`src/rtl/core/htb_pkg.sv`:
```
// shared types, register codes and constants for the hann tone burst generator
// depends on nothing; used by the interfaces and every module of the block
`default_nettype none

package htb_pkg;

    localparam int SINE_TABLE_DEPTH_DEFAULT = 1024;
    localparam int SAMPLE_WIDTH_DEFAULT     = 16;
    localparam int PHASE_WIDTH_DEFAULT      = 32;

    localparam int CFG_INDEX_WIDTH = 3;
    localparam int CFG_DATA_WIDTH  = 32;

    localparam logic [CFG_INDEX_WIDTH-1:0] REG_PERIOD_LEN        = 3'd0;
    localparam logic [CFG_INDEX_WIDTH-1:0] REG_BURST_LEN         = 3'd1;
    localparam logic [CFG_INDEX_WIDTH-1:0] REG_BURST_COUNT       = 3'd2;
    localparam logic [CFG_INDEX_WIDTH-1:0] REG_TONE_PHASE_STEP   = 3'd3;
    localparam logic [CFG_INDEX_WIDTH-1:0] REG_WINDOW_PHASE_STEP = 3'd4;
    localparam logic [CFG_INDEX_WIDTH-1:0] REG_AMPLITUDE         = 3'd5;

    localparam logic [23:0] PERIOD_LEN_RESET        = 24'd96000;
    localparam logic [15:0] BURST_LEN_RESET         = 16'd240;
    localparam logic [15:0] BURST_COUNT_RESET       = 16'd100;
    localparam logic [31:0] TONE_PHASE_STEP_RESET   = 32'd178956971;
    localparam logic [31:0] WINDOW_PHASE_STEP_RESET = 32'd17970591;
    localparam logic [14:0] AMPLITUDE_RESET         = 15'd22938;

    // shared multiplier operands and product
    localparam int MUL_WIDTH  = 17;
    localparam int PROD_WIDTH = 2 * MUL_WIDTH;

    // sine polynomial coefficients, q16
    localparam logic [MUL_WIDTH-1:0] POLY_K0 = 17'd42111;
    localparam logic [MUL_WIDTH-1:0] POLY_K1 = 17'd4728;
    localparam logic [MUL_WIDTH-1:0] POLY_K2 = 17'd102919;
    localparam logic [MUL_WIDTH-1:0] X_ONE   = 17'd65536;
    localparam logic [14:0]          MAG_MAX = 15'd32767;

    typedef struct packed {
        logic [23:0] period_len;
        logic [15:0] burst_len;
        logic [15:0] burst_count;
        logic [31:0] tone_phase_step;
        logic [31:0] window_phase_step;
        logic [14:0] amplitude;
    } htb_cfg_t;

    typedef enum logic [3:0] {
        OP_NONE,
        OP_ACCEPT,
        OP_LOAD_X,
        OP_SQUARE,
        OP_POLY_A,
        OP_POLY_B,
        OP_POLY_C,
        OP_STORE,
        OP_GAIN,
        OP_SCALE
    } htb_op_t;

    typedef enum logic {
        SEL_COS,
        SEL_SIN
    } htb_sel_t;

    typedef enum logic [3:0] {
        ST_IDLE,
        ST_DISPATCH,
        ST_LOAD,
        ST_SQUARE,
        ST_POLY_A,
        ST_POLY_B,
        ST_POLY_C,
        ST_STORE,
        ST_GAIN,
        ST_SCALE,
        ST_OUT
    } htb_state_t;

    typedef struct packed {
        htb_op_t  op;
        htb_sel_t sel;
        logic     load_out;
    } htb_cmd_t;

    typedef struct packed {
        logic in_burst;
    } htb_status_t;

endpackage

`default_nettype wire

```
`src/rtl/core/htb_interfaces.sv`:
```
// valid/ready channel interfaces: tick input, sample result and config write
// depends on htb_pkg for widths
`default_nettype none

interface htb_in_if;
    logic valid;
    logic ready;
    logic restart;

    modport source (output valid, output restart, input ready);
    modport sink (input valid, input restart, output ready);
endinterface

interface htb_out_if #(
    parameter int SAMPLE_WIDTH = htb_pkg::SAMPLE_WIDTH_DEFAULT
);
    logic                           valid;
    logic                           ready;
    logic signed [SAMPLE_WIDTH-1:0] sample;
    logic                           in_burst;
    logic                           last_of_train;
    logic                           finished;
    logic                           config_error;

    modport source (output valid, output sample, output in_burst, output last_of_train,
                    output finished, output config_error, input ready);
    modport sink (input valid, input sample, input in_burst, input last_of_train,
                  input finished, input config_error, output ready);
endinterface

interface htb_cfg_if;
    logic                                valid;
    logic                                ready;
    logic [htb_pkg::CFG_INDEX_WIDTH-1:0] index;
    logic [htb_pkg::CFG_DATA_WIDTH-1:0]  data;

    modport source (output valid, output index, output data, input ready);
    modport sink (input valid, input index, input data, output ready);
endinterface

`default_nettype wire

```
`src/rtl/core/htb_cfg_regs.sv`:
```
// configuration register file, written through the config channel
// depends on htb_pkg and htb_cfg_if
`default_nettype none

module htb_cfg_regs (
    input  wire               clk,
    input  wire               rst_n,
    htb_cfg_if.sink           cfg,
    output htb_pkg::htb_cfg_t regs
);

    htb_pkg::htb_cfg_t regs_reg;
    htb_pkg::htb_cfg_t regs_next;

    assign cfg.ready = 1'b1;
    assign regs      = regs_reg;

    always_comb
    begin
        regs_next = regs_reg;
        if (cfg.valid)
        begin
            unique case (cfg.index)
                htb_pkg::REG_PERIOD_LEN:        regs_next.period_len = cfg.data[23:0];
                htb_pkg::REG_BURST_LEN:         regs_next.burst_len = cfg.data[15:0];
                htb_pkg::REG_BURST_COUNT:       regs_next.burst_count = cfg.data[15:0];
                htb_pkg::REG_TONE_PHASE_STEP:   regs_next.tone_phase_step = cfg.data;
                htb_pkg::REG_WINDOW_PHASE_STEP: regs_next.window_phase_step = cfg.data;
                htb_pkg::REG_AMPLITUDE:         regs_next.amplitude = cfg.data[14:0];
                default:                        regs_next = regs_reg;
            endcase
        end
    end

    always_ff @(posedge clk or negedge rst_n)
    begin
        if (!rst_n)
        begin
            regs_reg.period_len        <= htb_pkg::PERIOD_LEN_RESET;
            regs_reg.burst_len         <= htb_pkg::BURST_LEN_RESET;
            regs_reg.burst_count       <= htb_pkg::BURST_COUNT_RESET;
            regs_reg.tone_phase_step   <= htb_pkg::TONE_PHASE_STEP_RESET;
            regs_reg.window_phase_step <= htb_pkg::WINDOW_PHASE_STEP_RESET;
            regs_reg.amplitude         <= htb_pkg::AMPLITUDE_RESET;
        end
        else
        begin
            regs_reg <= regs_next;
        end
    end

endmodule

`default_nettype wire

```
`src/rtl/core/htb_ctrl.sv`:
```
// sequencer: steps the shared multiplier through cosine, sine, gain and scale
// depends on htb_pkg
`default_nettype none

module htb_ctrl (
    input  wire                  clk,
    input  wire                  rst_n,
    input  wire                  in_valid,
    output logic                 in_ready,
    output logic                 out_valid,
    input  wire                  out_ready,
    output htb_pkg::htb_cmd_t    cmd,
    input  htb_pkg::htb_status_t status
);

    htb_pkg::htb_state_t state_reg;
    htb_pkg::htb_state_t state_next;
    htb_pkg::htb_sel_t   sel_reg;
    htb_pkg::htb_sel_t   sel_next;
    logic                out_valid_reg;
    logic                out_valid_next;

    assign out_valid = out_valid_reg;

    always_ff @(posedge clk or negedge rst_n)
    begin
        if (!rst_n)
        begin
            state_reg     <= htb_pkg::ST_IDLE;
            sel_reg       <= htb_pkg::SEL_COS;
            out_valid_reg <= 1'b0;
        end
        else
        begin
            state_reg     <= state_next;
            sel_reg       <= sel_next;
            out_valid_reg <= out_valid_next;
        end
    end

    always_comb
    begin
        state_next     = state_reg;
        sel_next       = sel_reg;
        out_valid_next = out_valid_reg;
        in_ready       = 1'b0;
        cmd.op         = htb_pkg::OP_NONE;
        cmd.sel        = sel_reg;
        cmd.load_out   = 1'b0;

        if (out_valid_reg && out_ready)
        begin
            out_valid_next = 1'b0;
        end

        unique case (state_reg)
            htb_pkg::ST_IDLE:
            begin
                in_ready = 1'b1;
                if (in_valid)
                begin
                    cmd.op     = htb_pkg::OP_ACCEPT;
                    sel_next   = htb_pkg::SEL_COS;
                    state_next = htb_pkg::ST_DISPATCH;
                end
            end
            htb_pkg::ST_DISPATCH:
            begin
                cmd.op     = htb_pkg::OP_LOAD_X;
                cmd.sel    = htb_pkg::SEL_COS;
                state_next = status.in_burst ? htb_pkg::ST_SQUARE : htb_pkg::ST_OUT;
            end
            htb_pkg::ST_LOAD:
            begin
                cmd.op     = htb_pkg::OP_LOAD_X;
                state_next = htb_pkg::ST_SQUARE;
            end
            htb_pkg::ST_SQUARE:
            begin
                cmd.op     = htb_pkg::OP_SQUARE;
                state_next = htb_pkg::ST_POLY_A;
            end
            htb_pkg::ST_POLY_A:
            begin
                cmd.op     = htb_pkg::OP_POLY_A;
                state_next = htb_pkg::ST_POLY_B;
            end
            htb_pkg::ST_POLY_B:
            begin
                cmd.op     = htb_pkg::OP_POLY_B;
                state_next = htb_pkg::ST_POLY_C;
            end
            htb_pkg::ST_POLY_C:
            begin
                cmd.op     = htb_pkg::OP_POLY_C;
                state_next = htb_pkg::ST_STORE;
            end
            htb_pkg::ST_STORE:
            begin
                cmd.op = htb_pkg::OP_STORE;
                if (sel_reg == htb_pkg::SEL_COS)
                begin
                    sel_next   = htb_pkg::SEL_SIN;
                    state_next = htb_pkg::ST_LOAD;
                end
                else
                begin
                    state_next = htb_pkg::ST_GAIN;
                end
            end
            htb_pkg::ST_GAIN:
            begin
                cmd.op     = htb_pkg::OP_GAIN;
                state_next = htb_pkg::ST_SCALE;
            end
            htb_pkg::ST_SCALE:
            begin
                cmd.op     = htb_pkg::OP_SCALE;
                state_next = htb_pkg::ST_OUT;
            end
            htb_pkg::ST_OUT:
            begin
                if (!out_valid_reg || out_ready)
                begin
                    cmd.load_out   = 1'b1;
                    out_valid_next = 1'b1;
                    state_next     = htb_pkg::ST_IDLE;
                end
            end
            default:
            begin
                state_next = htb_pkg::ST_IDLE;
            end
        endcase
    end

endmodule

`default_nettype wire

```
`src/rtl/core/htb_datapath.sv`:
```
// train counters, phase accumulators, sine polynomial on a shared multiplier,
// gain and rounding, and the output register; depends on htb_pkg
`default_nettype none

module htb_datapath #(
    parameter int SINE_TABLE_DEPTH = htb_pkg::SINE_TABLE_DEPTH_DEFAULT,
    parameter int SAMPLE_WIDTH     = htb_pkg::SAMPLE_WIDTH_DEFAULT,
    parameter int PHASE_WIDTH      = htb_pkg::PHASE_WIDTH_DEFAULT
) (
    input  wire                            clk,
    input  wire                            rst_n,
    input  htb_pkg::htb_cfg_t              cfg,
    input  wire                            restart,
    input  htb_pkg::htb_cmd_t              cmd,
    output htb_pkg::htb_status_t           status,
    output logic signed [SAMPLE_WIDTH-1:0] sample,
    output logic                           in_burst,
    output logic                           last_of_train,
    output logic                           finished,
    output logic                           config_error
);

    localparam int TABLE_BITS  = $clog2(SINE_TABLE_DEPTH);
    localparam int FRAC_BITS   = TABLE_BITS - 2;
    localparam int X_SHIFT     = 18 - TABLE_BITS;
    localparam int ROUND_SHIFT = 31 - SAMPLE_WIDTH;
    localparam int MW          = htb_pkg::MUL_WIDTH;
    localparam int PW          = htb_pkg::PROD_WIDTH;
    localparam logic [PHASE_WIDTH-1:0] QUARTER = {2'b01, {(PHASE_WIDTH - 2){1'b0}}};

    // train state
    logic [23:0]            pos_reg;
    logic [23:0]            pos_next;
    logic [15:0]            bn_reg;
    logic [15:0]            bn_next;
    logic [PHASE_WIDTH-1:0] tph_reg;
    logic [PHASE_WIDTH-1:0] tph_next;
    logic [PHASE_WIDTH-1:0] wph_reg;
    logic [PHASE_WIDTH-1:0] wph_next;
    logic                   done_reg;
    logic                   done_next;

    logic [23:0]            pos_eff;
    logic [15:0]            bn_eff;
    logic [PHASE_WIDTH-1:0] tph_eff;
    logic [PHASE_WIDTH-1:0] wph_eff;
    logic                   done_eff;
    logic [PHASE_WIDTH-1:0] tph_start;
    logic [PHASE_WIDTH-1:0] wph_start;
    logic [PHASE_WIDTH-1:0] tone_step;
    logic [PHASE_WIDTH-1:0] win_step;
    logic [PHASE_WIDTH-1:0] cos_phase;
    logic                   cfg_bad;
    logic                   over;
    logic                   in_b;
    logic                   eop;
    logic                   last;

    // per item working registers
    logic                  res_in_burst_reg;
    logic                  res_last_reg;
    logic                  res_finished_reg;
    logic                  res_error_reg;
    logic [TABLE_BITS-1:0] cos_idx_reg;
    logic [TABLE_BITS-1:0] sin_idx_reg;
    logic [MW-1:0]         x_reg;
    logic [1:0]            quad_reg;
    logic [MW-1:0]         x2_reg;
    logic [PW-1:0]         prod_reg;
    logic signed [15:0]    cos_reg;
    logic [14:0]           sin_mag_reg;
    logic                  sin_neg_reg;

    logic [TABLE_BITS-1:0]   idx_sel;
    logic [MW-1:0]           x_base;
    logic [MW-1:0]           x_load;
    logic [MW-1:0]           x2_cur;
    logic [MW-1:0]           p1;
    logic [MW-1:0]           p2;
    logic [17:0]             y_inc;
    logic [MW-1:0]           y_half;
    logic [14:0]             mag;
    logic signed [15:0]      mag_signed;
    logic [16:0]             win_diff;
    logic [29:0]             g_sum;
    logic [30:0]             m_sum;
    logic [SAMPLE_WIDTH-1:0] m_val;
    logic [SAMPLE_WIDTH-1:0] sample_val;
    logic [MW-1:0]           mul_a;
    logic [MW-1:0]           mul_b;
    logic [PW-1:0]           prod_next;

    logic signed [SAMPLE_WIDTH-1:0] sample_reg;
    logic                           in_burst_reg;
    logic                           last_reg;
    logic                           finished_reg;
    logic                           error_reg;

    assign status.in_burst = res_in_burst_reg;
    assign sample          = sample_reg;
    assign in_burst        = in_burst_reg;
    assign last_of_train   = last_reg;
    assign finished        = finished_reg;
    assign config_error    = error_reg;

    // train sequencing for one tick
    always_comb
    begin
        pos_eff   = restart ? '0 : pos_reg;
        bn_eff    = restart ? '0 : bn_reg;
        tph_eff   = restart ? '0 : tph_reg;
        wph_eff   = restart ? '0 : wph_reg;
        done_eff  = restart ? 1'b0 : done_reg;
        tone_step = PHASE_WIDTH'(cfg.tone_phase_step);
        win_step  = PHASE_WIDTH'(cfg.window_phase_step);

        cfg_bad = (cfg.burst_len < 16'd2) || (cfg.period_len <= 24'(cfg.burst_len))
                  || (cfg.burst_count == 16'd0);
        over    = done_eff || (bn_eff >= cfg.burst_count);

        tph_start = (pos_eff == 24'd0) ? '0 : tph_eff;
        wph_start = (pos_eff == 24'd0) ? '0 : wph_eff;
        cos_phase = wph_start + QUARTER;
        in_b      = pos_eff < 24'(cfg.burst_len);
        eop       = pos_eff >= (cfg.period_len - 24'd1);
        last      = eop && (bn_eff == (cfg.burst_count - 16'd1));

        pos_next  = pos_eff;
        bn_next   = bn_eff;
        tph_next  = tph_eff;
        wph_next  = wph_eff;
        done_next = done_eff;
        if (!cfg_bad)
        begin
            if (over)
            begin
                done_next = 1'b1;
            end
            else
            begin
                tph_next  = in_b ? (tph_start + tone_step) : tph_start;
                wph_next  = in_b ? (wph_start + win_step) : wph_start;
                pos_next  = eop ? 24'd0 : (pos_eff + 24'd1);
                bn_next   = eop ? (bn_eff + 16'd1) : bn_eff;
                done_next = last;
            end
        end
    end

    always_ff @(posedge clk or negedge rst_n)
    begin
        if (!rst_n)
        begin
            pos_reg  <= '0;
            bn_reg   <= '0;
            tph_reg  <= '0;
            wph_reg  <= '0;
            done_reg <= 1'b0;
        end
        else if (cmd.op == htb_pkg::OP_ACCEPT)
        begin
            pos_reg  <= pos_next;
            bn_reg   <= bn_next;
            tph_reg  <= tph_next;
            wph_reg  <= wph_next;
            done_reg <= done_next;
        end
    end

    // sine polynomial, window, gain and rounding
    always_comb
    begin
        idx_sel = (cmd.sel == htb_pkg::SEL_COS) ? cos_idx_reg : sin_idx_reg;
        x_base  = MW'(idx_sel[FRAC_BITS-1:0]) << X_SHIFT;
        x_load  = idx_sel[FRAC_BITS] ? (htb_pkg::X_ONE - x_base) : x_base;

        x2_cur = prod_reg[32:16];
        p1     = htb_pkg::POLY_K0 - prod_reg[32:16];
        p2     = htb_pkg::POLY_K2 - prod_reg[32:16];

        y_inc      = {1'b0, prod_reg[32:16]} + 18'd1;
        y_half     = y_inc[17:1];
        mag        = (y_half > MW'(htb_pkg::MAG_MAX)) ? htb_pkg::MAG_MAX : y_half[14:0];
        mag_signed = quad_reg[1] ? -$signed({1'b0, mag}) : $signed({1'b0, mag});

        win_diff = 17'h08000 - {cos_reg[15], cos_reg};
        g_sum    = prod_reg[29:0] + 30'd16384;

        m_sum      = 31'(prod_reg[29:0]) + (31'd1 << (ROUND_SHIFT - 1));
        m_val      = SAMPLE_WIDTH'(m_sum >> ROUND_SHIFT);
        sample_val = sin_neg_reg ? (-m_val) : m_val;

        unique case (cmd.op)
            htb_pkg::OP_SQUARE:
            begin
                mul_a = x_reg;
                mul_b = x_reg;
            end
            htb_pkg::OP_POLY_A:
            begin
                mul_a = htb_pkg::POLY_K1;
                mul_b = x2_cur;
            end
            htb_pkg::OP_POLY_B:
            begin
                mul_a = p1;
                mul_b = x2_reg;
            end
            htb_pkg::OP_POLY_C:
            begin
                mul_a = p2;
                mul_b = x_reg;
            end
            htb_pkg::OP_GAIN:
            begin
                mul_a = MW'(cfg.amplitude);
                mul_b = MW'(win_diff[15:1]);
            end
            htb_pkg::OP_SCALE:
            begin
                mul_a = MW'(g_sum[29:15]);
                mul_b = MW'(sin_mag_reg);
            end
            default:
            begin
                mul_a = '0;
                mul_b = '0;
            end
        endcase
        prod_next = mul_a * mul_b;
    end

    always_ff @(posedge clk)
    begin
        if (cmd.op == htb_pkg::OP_ACCEPT)
        begin
            res_error_reg    <= cfg_bad;
            res_finished_reg <= !cfg_bad && over;
            res_in_burst_reg <= !cfg_bad && !over && in_b;
            res_last_reg     <= !cfg_bad && !over && last;
            cos_idx_reg      <= cos_phase[PHASE_WIDTH-1 -: TABLE_BITS];
            sin_idx_reg      <= tph_start[PHASE_WIDTH-1 -: TABLE_BITS];
        end
        if (cmd.op == htb_pkg::OP_LOAD_X)
        begin
            x_reg    <= x_load;
            quad_reg <= idx_sel[TABLE_BITS-1 -: 2];
        end
        if (cmd.op == htb_pkg::OP_POLY_A)
        begin
            x2_reg <= x2_cur;
        end
        if (cmd.op == htb_pkg::OP_SQUARE || cmd.op == htb_pkg::OP_POLY_A
            || cmd.op == htb_pkg::OP_POLY_B || cmd.op == htb_pkg::OP_POLY_C
            || cmd.op == htb_pkg::OP_GAIN || cmd.op == htb_pkg::OP_SCALE)
        begin
            prod_reg <= prod_next;
        end
        if (cmd.op == htb_pkg::OP_STORE)
        begin
            if (cmd.sel == htb_pkg::SEL_COS)
            begin
                cos_reg <= mag_signed;
            end
            else
            begin
                sin_mag_reg <= mag;
                sin_neg_reg <= quad_reg[1];
            end
        end
        if (cmd.load_out)
        begin
            sample_reg   <= res_in_burst_reg ? $signed(sample_val) : '0;
            in_burst_reg <= res_in_burst_reg;
            last_reg     <= res_last_reg;
            finished_reg <= res_finished_reg;
            error_reg    <= res_error_reg;
        end
    end

endmodule

`default_nettype wire

```
`src/rtl/core/hann_tone_burst_generator.sv`:
```
// top level of the hann windowed tone burst generator
// depends on htb_pkg, the htb interfaces, htb_cfg_regs, htb_ctrl and htb_datapath
//
// usage:
//   tick   : one item per output sample; restart = 1 starts the train over at
//            sample zero before that item is processed
//   result : one item per tick: sample, in_burst, last_of_train, finished and
//            config_error
//   cfg    : register writes by index (period_len, burst_len, burst_count,
//            tone_phase_step, window_phase_step, amplitude); always ready,
//            write only while no tick is in flight
// sequence:
//   a burst sample is worked on in turn by the one shared 17x17 multiplier,
//   stepping through the cosine and sine polynomials, the gain and the final
//   scale; a silent sample skips the multiplier and goes straight to the output;
//   the next tick is taken only once the result of the last one is loaded
// reset:
//   clears the train state and loads the default register values; no result
//   is pending afterwards
// stall:
//   a finished result waits in the output register; the next tick is still
//   taken and worked on, and is held until the output register is free
`default_nettype none

module hann_tone_burst_generator #(
    parameter int SINE_TABLE_DEPTH = htb_pkg::SINE_TABLE_DEPTH_DEFAULT,
    parameter int SAMPLE_WIDTH     = htb_pkg::SAMPLE_WIDTH_DEFAULT,
    parameter int PHASE_WIDTH      = htb_pkg::PHASE_WIDTH_DEFAULT
) (
    input wire        clk,
    input wire        rst_n,
    htb_in_if.sink    tick,
    htb_out_if.source result,
    htb_cfg_if.sink   cfg
);

    htb_pkg::htb_cfg_t    regs;
    htb_pkg::htb_cmd_t    cmd;
    htb_pkg::htb_status_t status;
    logic                 in_ready;
    logic                 out_valid;

    assign tick.ready   = in_ready;
    assign result.valid = out_valid;

    htb_cfg_regs u_cfg_regs (
        .clk   (clk),
        .rst_n (rst_n),
        .cfg   (cfg),
        .regs  (regs)
    );

    htb_ctrl u_ctrl (
        .clk       (clk),
        .rst_n     (rst_n),
        .in_valid  (tick.valid),
        .in_ready  (in_ready),
        .out_valid (out_valid),
        .out_ready (result.ready),
        .cmd       (cmd),
        .status    (status)
    );

    htb_datapath #(
        .SINE_TABLE_DEPTH (SINE_TABLE_DEPTH),
        .SAMPLE_WIDTH     (SAMPLE_WIDTH),
        .PHASE_WIDTH      (PHASE_WIDTH)
    ) u_datapath (
        .clk           (clk),
        .rst_n         (rst_n),
        .cfg           (regs),
        .restart       (tick.restart),
        .cmd           (cmd),
        .status        (status),
        .sample        (result.sample),
        .in_burst      (result.in_burst),
        .last_of_train (result.last_of_train),
        .finished      (result.finished),
        .config_error  (result.config_error)
    );

endmodule

`default_nettype wire
```
`src/flat_wrapper.sv`:
```
// flat-port wrapper written by rule: the top's interface ports become plain ports
module hann_tone_burst_generator_flat 
#(
    parameter int SINE_TABLE_DEPTH = htb_pkg::SINE_TABLE_DEPTH_DEFAULT,
    parameter int SAMPLE_WIDTH     = htb_pkg::SAMPLE_WIDTH_DEFAULT,
    parameter int PHASE_WIDTH      = htb_pkg::PHASE_WIDTH_DEFAULT
)
  (clk, rst_n, tick_valid, tick_restart, tick_ready, result_valid, result_sample, result_in_burst, result_last_of_train, result_finished, result_config_error, result_ready, cfg_valid, cfg_index, cfg_data, cfg_ready);
  htb_in_if tick_i ();
  htb_out_if #(.SAMPLE_WIDTH(SAMPLE_WIDTH)) result_i ();
  htb_cfg_if cfg_i ();
  input wire clk;
  input wire rst_n;
  input wire logic [$bits(tick_i.valid)-1:0] tick_valid;
  input wire logic [$bits(tick_i.restart)-1:0] tick_restart;
  output wire logic [$bits(tick_i.ready)-1:0] tick_ready;
  output wire logic [$bits(result_i.valid)-1:0] result_valid;
  output wire logic [$bits(result_i.sample)-1:0] result_sample;
  output wire logic [$bits(result_i.in_burst)-1:0] result_in_burst;
  output wire logic [$bits(result_i.last_of_train)-1:0] result_last_of_train;
  output wire logic [$bits(result_i.finished)-1:0] result_finished;
  output wire logic [$bits(result_i.config_error)-1:0] result_config_error;
  input wire logic [$bits(result_i.ready)-1:0] result_ready;
  input wire logic [$bits(cfg_i.valid)-1:0] cfg_valid;
  input wire logic [$bits(cfg_i.index)-1:0] cfg_index;
  input wire logic [$bits(cfg_i.data)-1:0] cfg_data;
  output wire logic [$bits(cfg_i.ready)-1:0] cfg_ready;
  assign tick_i.valid = tick_valid;
  assign tick_i.restart = tick_restart;
  assign tick_ready = tick_i.ready;
  assign result_valid = result_i.valid;
  assign result_sample = result_i.sample;
  assign result_in_burst = result_i.in_burst;
  assign result_last_of_train = result_i.last_of_train;
  assign result_finished = result_i.finished;
  assign result_config_error = result_i.config_error;
  assign result_i.ready = result_ready;
  assign cfg_i.valid = cfg_valid;
  assign cfg_i.index = cfg_index;
  assign cfg_i.data = cfg_data;
  assign cfg_ready = cfg_i.ready;
  hann_tone_burst_generator #(.SINE_TABLE_DEPTH(SINE_TABLE_DEPTH), .SAMPLE_WIDTH(SAMPLE_WIDTH), .PHASE_WIDTH(PHASE_WIDTH)) u_core (.clk(clk), .rst_n(rst_n), .tick(tick_i), .result(result_i), .cfg(cfg_i));
endmodule
```
`config.mk`:
```
export PLATFORM = sky130hd
export DESIGN_NAME = hann_tone_burst_generator_flat
export DESIGN_NICKNAME = d
export VERILOG_FILES = /design/src/rtl/core/htb_pkg.sv /design/src/rtl/core/htb_interfaces.sv /design/src/rtl/core/htb_cfg_regs.sv /design/src/rtl/core/htb_ctrl.sv /design/src/rtl/core/htb_datapath.sv /design/src/rtl/core/hann_tone_burst_generator.sv /design/src/flat_wrapper.sv
export SDC_FILE = /design/constraint.sdc
export NUM_CORES = 2
export LEC_CHECK = 0
export ABC_CLOCK_PERIOD_IN_PS = 11050
export BUFFER_PORTS_ARGS = -buffer_cell sky130_fd_sc_hd__buf_2
export CAP_MARGIN = 20
export CORE_UTILIZATION = 65
export CTS_CLUSTER_SIZE = 8
export DETAILED_ROUTE_END_ITERATION = 7
export HOLD_SLACK_MARGIN = 0.08
export PLACE_DENSITY_LB_ADDON = 0.12
export SYNTH_ARGS = -nofsm -noshare
export SYNTH_HDL_FRONTEND = slang
export SYNTH_SLANG_ARGS = --single-unit
```
`constraint.sdc`:
```
create_clock -name clk -period 11.05 [get_ports clk]
set_input_delay 1.105 -clock clk [delete_from_list [all_inputs] [get_ports clk]]
set_output_delay 1.105 -clock clk [all_outputs]
set_load 0.01 [all_outputs]
```
==> flow_summary.toml <==
[route]
vias = 25700
via_per_inst = 6.25
avgRoutedWirePerCell_um = 22.0
ant_nets = 0
firstDrtPassIters = 6
first_iter_violations = 2235
drc = 0
wirelength_mm = 90.4

[synth]
ys_async_sr_fraction_pct = 66.8
synth-edff-count = 122
synthesis.nets = 3905
yosysUniqueCellTypes = 84
yosys_warnings = 0
netlist_area_mm2 = 0.0319
syn_area_per_cell_um2 = 9.42
yosysSeqAreaShare_pct = 30.9
synth_flop_cell = "dfrtp_1"
ys_seq_elements = 368
syn_inst = 3391

[cts]
cts_made_buffers = 52
clk_latency_ns = 0.60
clkTransAtPathRegs_ns = 0.05
cts_setup_buffers = 0
htree_levels = 2
cts.sinks = 368
cts_buffer_depth = 3
holdBufCountCts = 0
cts_resized = 0
cts_root_buf = "clkbuf_16"
cts_tree = "done"

[die]
fp.dieH_um = 224
initial_core_util_pct = 66.3
die_w_um = 224
die_area_mm2 = 0.0500
ios = 64
row_count = 80
fp.coreArea_mm2 = 0.0481

[worst_hold_path]
hold_class = "flip-flop to flip-flop"

[placement]
numPortBuffers = 62
dp.cells = 4016
gp_congestion = 0.978
post-place-ws_ns = 1.49
place_area_mm2 = 0.0329
place_hpwl_mm = 66.9

[pwr]
power.density_mw_per_mm2 = 265
p_int_uw = 4790
switching_share_pct = 47.6
max-vdd-ir-drop_uv = 144
leakage_uw = 0.0157
seqPwrFrac_pct = 25.4
switching_power_uw = 4360
clkPwrFrac_pct = 16.8
power_frac_comb_pct = 57.8

[layout]
drive_gt1_share_pct = 10.6
finalNetCount = 3929
post-route-cell-area_mm2 = 0.0345
diodes = 0
final_core_util_pct = 71.7
fin_cells = 4115
syn2layout_area_growth_pct = 8.06
fill_cells = 3624
largest_reg_flops = 135

[worst_setup_path]
crit_path_end_kind = "flip-flop"
required_ns = 11.38
cp_common_cell = "fa_1"
crit_arrival_ns = 10.09
crit_path_start = "u_core.u_ctrl.state_reg[3]"
cp_slowest_cell = "a222oi_1"
crit_end = "u_core.u_datapath.prod_reg[31]"
r2r-start = "u_core.u_ctrl.state_reg[3]"
cp_max_fo = 14
r2r_end = "u_core.u_datapath.prod_reg[31]"
ff2ff_path_depth = 28
cp-start-kind = "flip-flop"
ff2ff_setup_slack_ns = 1.29
path_class = "flip-flop to flip-flop"
slowest_delay_ns = 0.72

[sta]
finalClockSkew_ns = 0.0374
final_hold_viol_count = 0
drv_slew = 0
fin_crit_ns = 9.76
period_share_pct = 88.3
setup_slack_ns = 1.29
fmaxAchievable_ghz = 0.102
worstMarginPinSlew_ns = 1.09
tns_ns = 0
grt_setup_unrepaired = "false"
slew_headroom_pct = 26.5
setup_viol = 0

[global_routing]
grt-ovfl-total = 0
grt.total_usage_pct = 36.9
grt_pass1_wl_mm = 143
antenna_found_initial = 0
grt_pass1_vias = 26200
grt_max_degree = 102

[flow_run]
cap_viol_max_count = 0

[run_status]
status = "finished clean"
==> area by class of cell <==
cell class,count,area (um2),share of cell area [%]
Multi-Input combinational cell,2529,20200,58.6
Sequential cell,368,9880,28.6
Clock buffer,96,1530,4.43
Inverter,355,1330,3.86
Tap cell,656,821,2.38
Timing Repair Buffer,109,673,1.95
Clock inverter,2,38.8,0.112
==> synthesized netlist by cell type (33+ instances only) <==
cell | count | area share [%]
nand2_1 | 424 | 5.0
inv_1 | 355 | 4.2
ha_1 | 250 | 9.8
fa_1 | 223 | 14
dfrtp_1 | 196 | 15
nor2_1 | 178 | 2.1
o21ai_0 | 145 | 2.3
xnor2_1 | 138 | 3.8
a21oi_1 | 124 | 1.9
edfxtp_1 | 122 | 11
clkbuf_1 | 112 | 1.3
and2_1 | 104 | 2.0
mux2_2 | 104 | 3.7
nor2b_1 | 80 | 1.6
nand3_1 | 77 | 1.2
xor2_1 | 68 | 1.9
nor3_1 | 65 | 1.0
a21o_1 | 54 | 1.3
dfstp_2 | 50 | 4.1
nand4_1 | 44 | 0.86
nand2b_1 | 33 | 0.65
==> cell usage in the layout, fill, tap and decap left out, types with 15 or more instances in the layout <==
cell	n
o21ai_0	145
mux2_2	104
nor3_1	59
nand4_1	44
edfxtp_1	122
a211oi_1	20
and3_1	22
o211ai_1	16
a21o_1	54
xnor2_1	138
nor2b_1	80
a31oi_1	29
nor2_1	177
dfstp_2	50
mux2i_1	24
o21ai_1	22
o21a_1	16
buf_2	61
dfrtp_1	196
ha_1	250
xor2_1	68
nand2_1	424
fa_1	223
a22oi_1	15
clkbuf_16	54
a222oi_1	16
nand2b_1	33
or3_1	19
nor4_1	26
clkbuf_1	40
inv_1	355
a21oi_1	124
nand3_1	76
buf_4	47
and2_1	104
==> critical path, delay by kind of cell, from the launching register on <==
kind	cells	cell delay, ns
DFF	1	0.52
adders and majority gates	7	3.36
and+or+nand+nor	6	2.14
buffers and inverters	5	0.54
xor gates and xnor gates	1	0.09
AOI/OAI and AO/OA	9	2.81
==> power by group through the flow <==
stage / registers [uW] / clock network [uW] / logic, uW
3_3_place_gp: 2300 / 0 / 5020
4_1_cts: 2300 / 1560 / 5220
2_1_floorplan: 2120 / 0 / 3710
6_report: 2320 / 1540 / 5280
3_5_place_dp: 2320 / 0 / 5150
5_1_grt: 2350 / 1610 / 5790
==> per-layer routing <==
layer | GRT usage [%] | up-vias | wire length, um
met1 | 46.4 | 12700 | 35300
li1 | - | 11600 | -
met2 | 62.8 | 1150 | 44300
met4 | 17.9 | 0 | 4580
met5 | 0 | - | 0
met3 | 5.23 | 275 | 6250
==> cells by family after synthesis <==
| kind of cell | synth area share [%] |
|---|---|
| adders and majority gates | 23.8 |
| other | 0.0117 |
| muxes | 4.42 |
| buffers and inverters | 5.95 |
| and+or+nand+nor | 17.3 |
| DFF | 30.9 |
| xor gates and xnor gates | 5.65 |
| AOI/OAI and AO/OA | 12.0 |
==> how the worst min path moves through the flow <==
stage	start	to	depth (start not counted)
floorplan	u_core.u_datapath.res_error_reg	u_core.u_datapath.config_error	0
global placement	u_core.u_datapath.res_finished_reg	u_core.u_datapath.finished	0
detailed placement	u_core.u_datapath.res_error_reg	u_core.u_datapath.config_error	0
CTS	u_core.u_datapath.res_error_reg	u_core.u_datapath.config_error	0
global route	u_core.u_datapath.res_last_reg	u_core.u_datapath.last_of_train	0
finish	u_core.u_datapath.res_error_reg	u_core.u_datapath.config_error	0
==> through the flow <==
step	hold WS, ns	total power, uW
final	0.410	9150
after CTS	0.414	9080
after detailed placement	0.405	7470
after global placement	0.406	7330
after floorplan	0.400	5830
after global routing	0.433	9760
(Power assumes the default switching activity.)
